`src/sv/fwn_pkg.sv`:
```
// ----------------------------------------------------------------------------
// fwn_pkg
// Types, constants and match functions shared by the full-width normalizer.
// ----------------------------------------------------------------------------
package fwn_pkg;

	localparam logic [15:0] FW_FIRST  = 16'hFF01;
	localparam logic [15:0] FW_LAST   = 16'hFF5E;
	localparam logic [15:0] FW_OFFSET = 16'hFEE0;

	localparam logic [7:0] LEAD_C3   = 8'hC3;
	localparam logic [7:0] LEAD_E2   = 8'hE2;
	localparam logic [7:0] LEAD_E3   = 8'hE3;
	localparam logic [7:0] LEAD_EF   = 8'hEF;
	localparam logic [7:0] MASK_HI4  = 8'hF0;
	localparam logic [7:0] LEAD_3B   = 8'hE0;
	localparam logic [7:0] MASK_CONT = 8'hC0;
	localparam logic [7:0] CONT_TAG  = 8'h80;

	localparam logic [7:0] SEQ_MUL   = 8'h97;
	localparam logic [7:0] SEQ_DIV   = 8'hB7;
	localparam logic [7:0] SEQ_80    = 8'h80;
	localparam logic [7:0] SEQ_82    = 8'h82;
	localparam logic [7:0] SEQ_83    = 8'h83;
	localparam logic [7:0] SEQ_BC    = 8'hBC;
	localparam logic [7:0] SEQ_BD    = 8'hBD;
	localparam logic [7:0] SEQ_88    = 8'h88;
	localparam logic [7:0] SEQ_92    = 8'h92;

	localparam logic [7:0] ASC_SPACE = 8'h20;
	localparam logic [7:0] ASC_STAR  = 8'h2A;
	localparam logic [7:0] ASC_DASH  = 8'h2D;
	localparam logic [7:0] ASC_DOT   = 8'h2E;
	localparam logic [7:0] ASC_SLASH = 8'h2F;

	typedef struct packed {
		logic [7:0] data;
		logic       last;
	} item_t;

	typedef struct packed {
		logic [1:0]      cnt;
		item_t [2:0]     item;
	} push_t;

	typedef struct packed {
		logic [1:0]       res_cnt;
		item_t [2:0]      res;
		logic [1:0]       hold_cnt;
		logic [1:0][7:0]  hold_byte;
	} scan_res_t;

	typedef struct packed {
		logic [1:0] len;
		logic [7:0] rep;
	} match_t;

	// complete match at b0.. with rem bytes available
	function automatic match_t match_at(logic [7:0] b0, logic [7:0] b1, logic [7:0] b2,
		logic [1:0] rem);
		match_t     m;
		logic [15:0] cp;
		logic [15:0] diff;
		m    = '0;
		cp   = {b0[3:0], b1[5:0], b2[5:0]};
		diff = cp - FW_OFFSET;
		if (rem >= 2'd2 && b0 == LEAD_C3 && b1 == SEQ_MUL) begin
			m = '{len: 2'd2, rep: ASC_STAR};
		end else if (rem >= 2'd2 && b0 == LEAD_C3 && b1 == SEQ_DIV) begin
			m = '{len: 2'd2, rep: ASC_SLASH};
		end else if (rem == 2'd3) begin
			if (b0 == LEAD_E3 && b1 == SEQ_80 && b2 == SEQ_80) begin
				m = '{len: 2'd3, rep: ASC_SPACE};
			end else if (b0 == LEAD_E3 && b1 == SEQ_83 && b2 == SEQ_BC) begin
				m = '{len: 2'd3, rep: ASC_DASH};
			end else if (b0 == LEAD_E2 && b1 == SEQ_88 && b2 == SEQ_92) begin
				m = '{len: 2'd3, rep: ASC_DASH};
			end else if (b0 == LEAD_E3 && b1 == SEQ_80 && b2 == SEQ_82) begin
				m = '{len: 2'd3, rep: ASC_DOT};
			end else if ((b0 & MASK_HI4) == LEAD_3B && (b1 & MASK_CONT) == CONT_TAG
				&& (b2 & MASK_CONT) == CONT_TAG && cp >= FW_FIRST && cp <= FW_LAST) begin
				m = '{len: 2'd3, rep: diff[7:0]};
			end
		end
		return m;
	endfunction

	// b0.. (rem bytes) is a proper prefix of some match
	function automatic logic may_grow(logic [7:0] b0, logic [7:0] b1, logic [1:0] rem);
		logic g;
		g = 1'b0;
		if (rem == 2'd1) begin
			g = (b0 == LEAD_C3) || (b0 == LEAD_E3) || (b0 == LEAD_E2) || (b0 == LEAD_EF);
		end else if (rem == 2'd2) begin
			g = (b0 == LEAD_E3 && (b1 == SEQ_80 || b1 == SEQ_83))
				|| (b0 == LEAD_E2 && b1 == SEQ_88)
				|| (b0 == LEAD_EF && (b1 == SEQ_BC || b1 == SEQ_BD));
		end
		return g;
	endfunction

endpackage

```
`src/sv/fwn_scan.sv`:
```
// ----------------------------------------------------------------------------
// fwn_scan
// Scans held bytes plus the new byte, emits up to three result bytes.
// ----------------------------------------------------------------------------
module fwn_scan (
	input  logic [1:0]       held_cnt,
	input  logic [1:0][7:0]  held_byte,
	input  logic [7:0]       cur_byte,
	input  logic             cur_last,
	output fwn_pkg::scan_res_t res
);

	logic [7:0]       b [5];
	logic [1:0]       n;
	logic [1:0]       pos;
	logic [1:0]       k;
	logic             stop;
	logic [1:0]       rem;
	logic [2:0]       idx;
	fwn_pkg::match_t  m;

	always_comb begin
		b[0] = '0;
		b[1] = '0;
		b[2] = '0;
		b[3] = '0;
		b[4] = '0;
		case (held_cnt)
			2'd0: begin
				b[0] = cur_byte;
			end
			2'd1: begin
				b[0] = held_byte[0];
				b[1] = cur_byte;
			end
			default: begin
				b[0] = held_byte[0];
				b[1] = held_byte[1];
				b[2] = cur_byte;
			end
		endcase
		n    = (held_cnt == 2'd2) ? 2'd3 : held_cnt + 2'd1;
		pos  = '0;
		k    = '0;
		stop = 1'b0;
		rem  = '0;
		idx  = '0;
		m    = '0;
		res  = '0;
		for (int it = 0; it < 3; it++) begin
			if (!stop && pos < n) begin
				rem = n - pos;
				idx = {1'b0, pos};
				m   = fwn_pkg::match_at(b[idx], b[idx + 3'd1], b[idx + 3'd2], rem);
				if (m.len != 2'd0) begin
					res.res[k].data = m.rep;
					res.res[k].last = cur_last && (pos + m.len == n);
					k   = k + 2'd1;
					pos = pos + m.len;
				end else if (!cur_last && fwn_pkg::may_grow(b[idx], b[idx + 3'd1], rem)) begin
					stop = 1'b1;
				end else begin
					res.res[k].data = b[idx];
					res.res[k].last = cur_last && (pos + 2'd1 == n);
					k   = k + 2'd1;
					pos = pos + 2'd1;
				end
			end
		end
		idx              = {1'b0, pos};
		res.res_cnt      = k;
		res.hold_cnt     = n - pos;
		res.hold_byte[0] = b[idx];
		res.hold_byte[1] = b[idx + 3'd1];
	end

endmodule

```
`src/sv/fwn_queue.sv`:
```
// ----------------------------------------------------------------------------
// fwn_queue
// Result queue: takes up to three items per cycle, hands out one per cycle while q_ready is high.
// ----------------------------------------------------------------------------
module fwn_queue #(
	parameter int DEPTH = 4
) (
	input  logic             clk,
	input  logic             arst_n,
	input  fwn_pkg::push_t   push,
	output logic             room,
	output logic             q_valid,
	input  logic             q_ready,
	output fwn_pkg::item_t   q_item
);

	localparam int PW = (DEPTH > 1) ? $clog2(DEPTH) : 1;
	localparam int CW = $clog2(DEPTH + 1);

	fwn_pkg::item_t  mem_q [DEPTH];
	logic [PW-1:0]   wr_ptr_q;
	logic [PW-1:0]   rd_ptr_q;
	logic [CW-1:0]   count_q;
	logic [PW-1:0]   widx [3];
	logic [PW-1:0]   wr_next;
	logic            pop;
	int unsigned     sum;

	assign pop     = q_valid && q_ready;
	assign q_valid = (count_q != '0);
	assign q_item  = mem_q[rd_ptr_q];
	assign room    = (count_q <= CW'(DEPTH - 3));

	always_comb begin
		sum = 0;
		for (int j = 0; j < 3; j++) begin
			sum = int'(wr_ptr_q) + j;
			if (sum >= DEPTH) begin
				sum = sum - DEPTH;
			end
			widx[j] = PW'(sum);
		end
		sum = int'(wr_ptr_q) + int'(push.cnt);
		if (sum >= DEPTH) begin
			sum = sum - DEPTH;
		end
		wr_next = PW'(sum);
	end

	always_ff @(posedge clk) begin
		for (int j = 0; j < 3; j++) begin
			if (int'(push.cnt) > j) begin
				mem_q[widx[j]] <= push.item[j];
			end
		end
	end

	always_ff @(posedge clk or negedge arst_n) begin
		if (!arst_n) begin
			wr_ptr_q <= '0;
			rd_ptr_q <= '0;
			count_q  <= '0;
		end else begin
			wr_ptr_q <= wr_next;
			if (pop) begin
				rd_ptr_q <= (rd_ptr_q == PW'(DEPTH - 1)) ? '0 : rd_ptr_q + 1'b1;
			end
			count_q <= count_q + CW'(push.cnt) - CW'(pop);
		end
	end

endmodule

```
`src/sv/fullwidth_utf8_to_ascii_normalizer_core.sv`:
```
// ----------------------------------------------------------------------------
// fullwidth_utf8_to_ascii_normalizer_core
// UTF-8 byte stream normalizer: full-width ASCII and a few symbols to ASCII.
// ----------------------------------------------------------------------------
//  channel | handshake           | payload
//  in      | in_valid / in_ready   | in_byte, in_last
//  out     | out_valid / out_ready | out_byte, out_last
//
// One input transaction per cycle while in_ready is high; a byte is held in
// the input register, scanned and put in the result queue (QUEUE_DEPTH entries).
// Input is taken while the queue has room for three results.
// Reset clears the held-byte count and the queue; held bytes are not cleared.
// Output stalls back up through the queue into the input register.
// ----------------------------------------------------------------------------
module fullwidth_utf8_to_ascii_normalizer_core #(
	parameter int QUEUE_DEPTH = 4
) (
	input  logic       clk,
	input  logic       arst_n,
	input  logic       in_valid,
	output logic       in_ready,
	input  logic [7:0] in_byte,
	input  logic       in_last,
	output logic       out_valid,
	input  logic       out_ready,
	output logic [7:0] out_byte,
	output logic       out_last
);

	logic                v_s1;
	logic [7:0]          byte_s1;
	logic                last_s1;
	logic [1:0]          held_cnt_q;
	logic [1:0][7:0]     held_byte_q;
	logic                room;
	logic                adv;
	fwn_pkg::scan_res_t  scan;
	fwn_pkg::push_t      push;
	fwn_pkg::item_t      q_item;

	assign adv      = v_s1 && room;
	assign in_ready = !v_s1 || room;

	always_ff @(posedge clk or negedge arst_n) begin
		if (!arst_n) begin
			v_s1 <= 1'b0;
		end else if (in_ready) begin
			v_s1 <= in_valid;
		end
	end

	always_ff @(posedge clk) begin
		if (in_valid && in_ready) begin
			byte_s1 <= in_byte;
			last_s1 <= in_last;
		end
		if (adv) begin
			held_byte_q <= scan.hold_byte;
		end
	end

	always_ff @(posedge clk or negedge arst_n) begin
		if (!arst_n) begin
			held_cnt_q <= '0;
		end else if (adv) begin
			held_cnt_q <= scan.hold_cnt;
		end
	end

	fwn_scan u_scan (
		.held_cnt  (held_cnt_q),
		.held_byte (held_byte_q),
		.cur_byte  (byte_s1),
		.cur_last  (last_s1),
		.res       (scan)
	);

	always_comb begin
		push.item = scan.res;
		push.cnt  = adv ? scan.res_cnt : 2'd0;
	end

	fwn_queue #(
		.DEPTH (QUEUE_DEPTH)
	) u_queue (
		.clk     (clk),
		.arst_n  (arst_n),
		.push    (push),
		.room    (room),
		.q_valid (out_valid),
		.q_ready (out_ready),
		.q_item  (q_item)
	);

	assign out_byte = q_item.data;
	assign out_last = q_item.last;

	a_held_range: assert property (@(posedge clk) disable iff (!arst_n)
		held_cnt_q != 2'd3)
		else $error("held byte count out of range");

	a_last_flush: assert property (@(posedge clk) disable iff (!arst_n)
		adv && last_s1 |-> scan.res_cnt != 2'd0 && scan.hold_cnt == 2'd0)
		else $error("end of string left bytes held or gave no result");

	a_result_seen: assert property (@(posedge clk) disable iff (!arst_n)
		adv && scan.res_cnt != 2'd0 |=> out_valid)
		else $error("scanned result did not reach the output");

endmodule
```
`config.mk`:
```
export PLATFORM = sky130hd
export DESIGN_NAME = fullwidth_utf8_to_ascii_normalizer_core
export DESIGN_NICKNAME = d
export VERILOG_FILES = /design/src/sv/fwn_pkg.sv /design/src/sv/fwn_scan.sv /design/src/sv/fwn_queue.sv /design/src/sv/fullwidth_utf8_to_ascii_normalizer_core.sv
export SDC_FILE = /design/constraint.sdc
export NUM_CORES = 1
export LEC_CHECK = 0
export BUFFER_PORTS_ARGS = -buffer_cell sky130_fd_sc_hd__buf_2
export CORE_MARGIN = 3
export CORE_UTILIZATION = 55
export CTS_BUF_LIST = sky130_fd_sc_hd__clkbuf_4
export DETAILED_ROUTE_END_ITERATION = 10
export GPL_TIMING_DRIVEN = 0
export PLACE_DENSITY = 0.72
export SLEW_MARGIN = 20
export SYNTH_ARGS = -nofsm -noshare
export SYNTH_HDL_FRONTEND = slang
export SYNTH_SLANG_ARGS = --single-unit
```
`constraint.sdc`:
```
create_clock -name clk -period 13.6 [get_ports clk]
set_input_delay 2.04 -clock clk [delete_from_list [all_inputs] [get_ports clk]]
set_output_delay 2.04 -clock clk [all_outputs]
set_load 0.01 [all_outputs]
```
==> results.sh <==
export IMPL_vias_per_cell=7.46
export IMPL_clock_fmax_mhz=76.6
export IMPL_drive_gt1_share_pct=13.8
export IMPL_synth_flop_cell="edfxtp_1"
export IMPL_hold_viol_final=0
export IMPL_synth_edf_count=61
export IMPL_worstSetupPathType="register to register"
export IMPL_dpl_instance_area_mm2=0.00991
export IMPL_avgSynthCellArea_um2=7.92
export IMPL_dp_slack_ns=-0.469
export IMPL_grt_max_degree=25
export IMPL_relSlewSlack_pct=11.0
export IMPL_antenna_found_initial=1
export IMPL_synthArstFlopShare_pct=14.1
export IMPL_yosysWarnings=0
export IMPL_ctsHtreeMaxLevel=3
export IMPL_hp_class="register to register"
export IMPL_utilization_pct=60.7
export IMPL_routed_via_count=10900
export IMPL_synth_cells=1202
export IMPL_synth_net_count=1243
export IMPL_r2r_start="held_cnt_q[1]$_DFFE_PN0P_"
export IMPL_clockBufferDepth=2
export IMPL_io_pins=24
export IMPL_cts_made_buffers=9
export IMPL_cp_arrival_ns=13.27
export IMPL_worstSetupEndpointType="register"
export IMPL_grt_pass1_wl_um=58200
export IMPL_core_area_mm2=0.0168
export IMPL_setup_tns_ns=0
export IMPL_grt_overflow=0
export IMPL_startpoint_type="register"
export IMPL_gp_congestion=1.08
export IMPL_fin_nets=1278
export IMPL_finalMaxSlewViolations=0
export IMPL_port_buffers=23
export IMPL_final_common_cell="nand2_1"
export IMPL_cap_violations=0
export IMPL_cpMaxStageDelayCell="or4_1"
export IMPL_final_cell_area_mm2=0.0102
export IMPL_clkTransAtPathRegs_ns=0.13
export IMPL_drt_initial_drc_count=2269
export IMPL_status="complete, no violations"
export IMPL_syn_to_final_growth_pct=6.89
export IMPL_setup_viol=0
export IMPL_ys_seq_area_share_pct=21.9
export IMPL_nFillCells=1522
export IMPL_skew_ns=0.0148
export IMPL_hold_buffers=0
export IMPL_critPathRequiredTime_ns=13.83
export IMPL_syn_area_mm2=0.00952
export IMPL_root_buffer="clkbuf_4"
export IMPL_die_w_um=138
export IMPL_r2r_end="held_byte_q[13]$_DFFE_PP_"
export IMPL_rsz0062_at_grt="no"
export IMPL_cp_startpoint="held_cnt_q[1]$_DFFE_PN0P_"
export IMPL_clock_latency_ns=0.48
export IMPL_fin_ws_ns=0.553
export IMPL_critPathMaxFanout=12
export IMPL_dp_hpwl_um=29200
export IMPL_synth_cell_type_count=123
export IMPL_grt_pass1_vias=9776
export IMPL_crit_path_end="held_byte_q[13]$_DFFE_PP_"
export IMPL_grt_total_usage_pct=40.6
export IMPL_slowest_delay_ns=0.57
export IMPL_drt_first_pass_iters=6
export IMPL_die_height_um=138
export IMPL_wl_um=38400
export IMPL_ant_nets=0
export IMPL_synth_seq_cells=71
export IMPL_wl_per_cell_um=26.2
export IMPL_fin_crit_ns=13.05
export IMPL_worst_slew_pin_slew_ns=1.34
export IMPL_final_cell_mix="nand2_1, nor2_1, a21oi_1"
export IMPL_post_route_drc_count=0
export IMPL_fp_dieArea_mm2=0.0189
export IMPL_core_rowCount=47
export IMPL_start_util_pct=56.8
export IMPL_cts_tree="built"
export IMPL_post_route_period_util_pct=95.9
export IMPL_cts_sinks=71
export IMPL_worst_r2r_path_depth=52
export IMPL_reg2reg_slack_ns=0.55
## what timing repair did
action                     in CTS  in global routing
resized for setup               6                 23
setup endpoints to repair       8                 91
buffers inserted                0                  2
cloned                          0                  0
## layer usage
metal  track usage [%]  vias to the layer above  routed length [µm]
li1                  -                     4757                   -
met1              59.3                     5077               15600
met2              55.3                      917               15100
met3              13.2                      181                5990
met4              15.0                        0                1730
met5                 0                        -                   0
## critical path: cells and delay by family (launching register included)
family / cells / cell delay [ns]
AOI/OAI and AO/OA: 9 / 1.91
adders and majority gates: 6 / 1.86
buffers and inverters: 15 / 3.18
DFF: 1 / 0.48
and+or+nand+nor: 22 / 5.33
## worst min path at each step
| stage | slack [ns] | from | endpoint | cells past startpoint |
|---|---|---|---|---|
| 6_report | 0.51 | u_queue.count_q[2]$_DFF_PN0_ | u_queue.count_q[2]$_DFF_PN0_ | 1 |
| 4_1_cts | 0.51 | u_queue.count_q[2]$_DFF_PN0_ | u_queue.count_q[2]$_DFF_PN0_ | 1 |
| 3_3_place_gp | 0.48 | u_queue.count_q[2]$_DFF_PN0_ | u_queue.count_q[2]$_DFF_PN0_ | 1 |
| 2_1_floorplan | 0.46 | u_queue.count_q[2]$_DFF_PN0_ | u_queue.count_q[2]$_DFF_PN0_ | 1 |
| 5_1_grt | 0.55 | u_queue.count_q[2]$_DFF_PN0_ | u_queue.count_q[2]$_DFF_PN0_ | 1 |
| 3_5_place_dp | 0.49 | u_queue.count_q[2]$_DFF_PN0_ | u_queue.count_q[2]$_DFF_PN0_ | 1 |
## cells in the mapped netlist (12+ instances only)
master	count	area share [%]
buf_2	13	0.68
o221ai_1	18	1.7
o21ai_0	43	2.3
o211ai_1	25	2.0
clkbuf_1	43	1.7
nor3_1	52	2.7
edfxtp_1	61	19
and2_1	23	1.5
mux2_2	13	1.5
inv_1	33	1.3
nor3b_1	13	1.0
nand2b_1	20	1.3
nor2_1	114	4.5
nand2_1	133	5.2
o22ai_1	20	1.3
nor4_1	20	1.3
or3_1	20	1.3
mux2i_1	30	3.2
a21o_1	20	1.6
a211oi_1	17	1.3
nand3_1	38	2.0
xnor2_1	13	1.2
nand4_1	19	1.2
a31oi_1	12	0.79
ha_1	26	3.4
a21oi_1	75	3.9
## layout make-up
type	instances	area, µm²	area share (%)
Multi-Input combinational cell	1022	7060	69.4
Sequential cell	71	2080	20.5
Buffer	68	322	3.16
Tap cell	220	275	2.71
Inverter	40	153	1.50
Timing Repair Buffer	25	130	1.28
Clock inverter	7	80.1	0.787
Clock buffer	9	67.6	0.664
Antenna cell	3	7.51	0.0738
## stage by stage
stage / hold WS [ns] / cells
2_1_floorplan: 0.463 / 1202
3_3_place_gp: 0.484 / 1445
3_5_place_dp: 0.487 / 1445
4_1_cts: 0.510 / 1461
5_1_grt: 0.553 / 1465
6_report: 0.512 / 1465
## cell families (layout without fill, tap and decap cells)
| group | count (synthesis) | in the layout | synth area share (%) |
|---|---|---|---|
| DFF | 71 | 71 | 21.9 |
| buffers and inverters | 109 | 149 | 4.93 |
| muxes | 55 | 55 | 7.44 |
| AOI/OAI and AO/OA | 377 | 377 | 29.2 |
| xor gates and xnor gates | 18 | 18 | 1.66 |
| and+or+nand+nor | 543 | 543 | 31.0 |
| adders and majority gates | 29 | 29 | 3.94 |
| other | 0 | 3 | 0 |
## state kept, by name (all words and copies together) (netlist names)
register          flops
u_queue.wr_ptr_q      2
u_queue.mem_q        36
u_queue.count_q       3
byte_s1               8
held_cnt_q            2
held_byte_q          16
last_s1               1
u_queue.rd_ptr_q      2
v_s1                  1
Power is left out: the tool's default activity adds up to more than one toggle a clock period on the data nets, which glitch-free logic cannot reach.
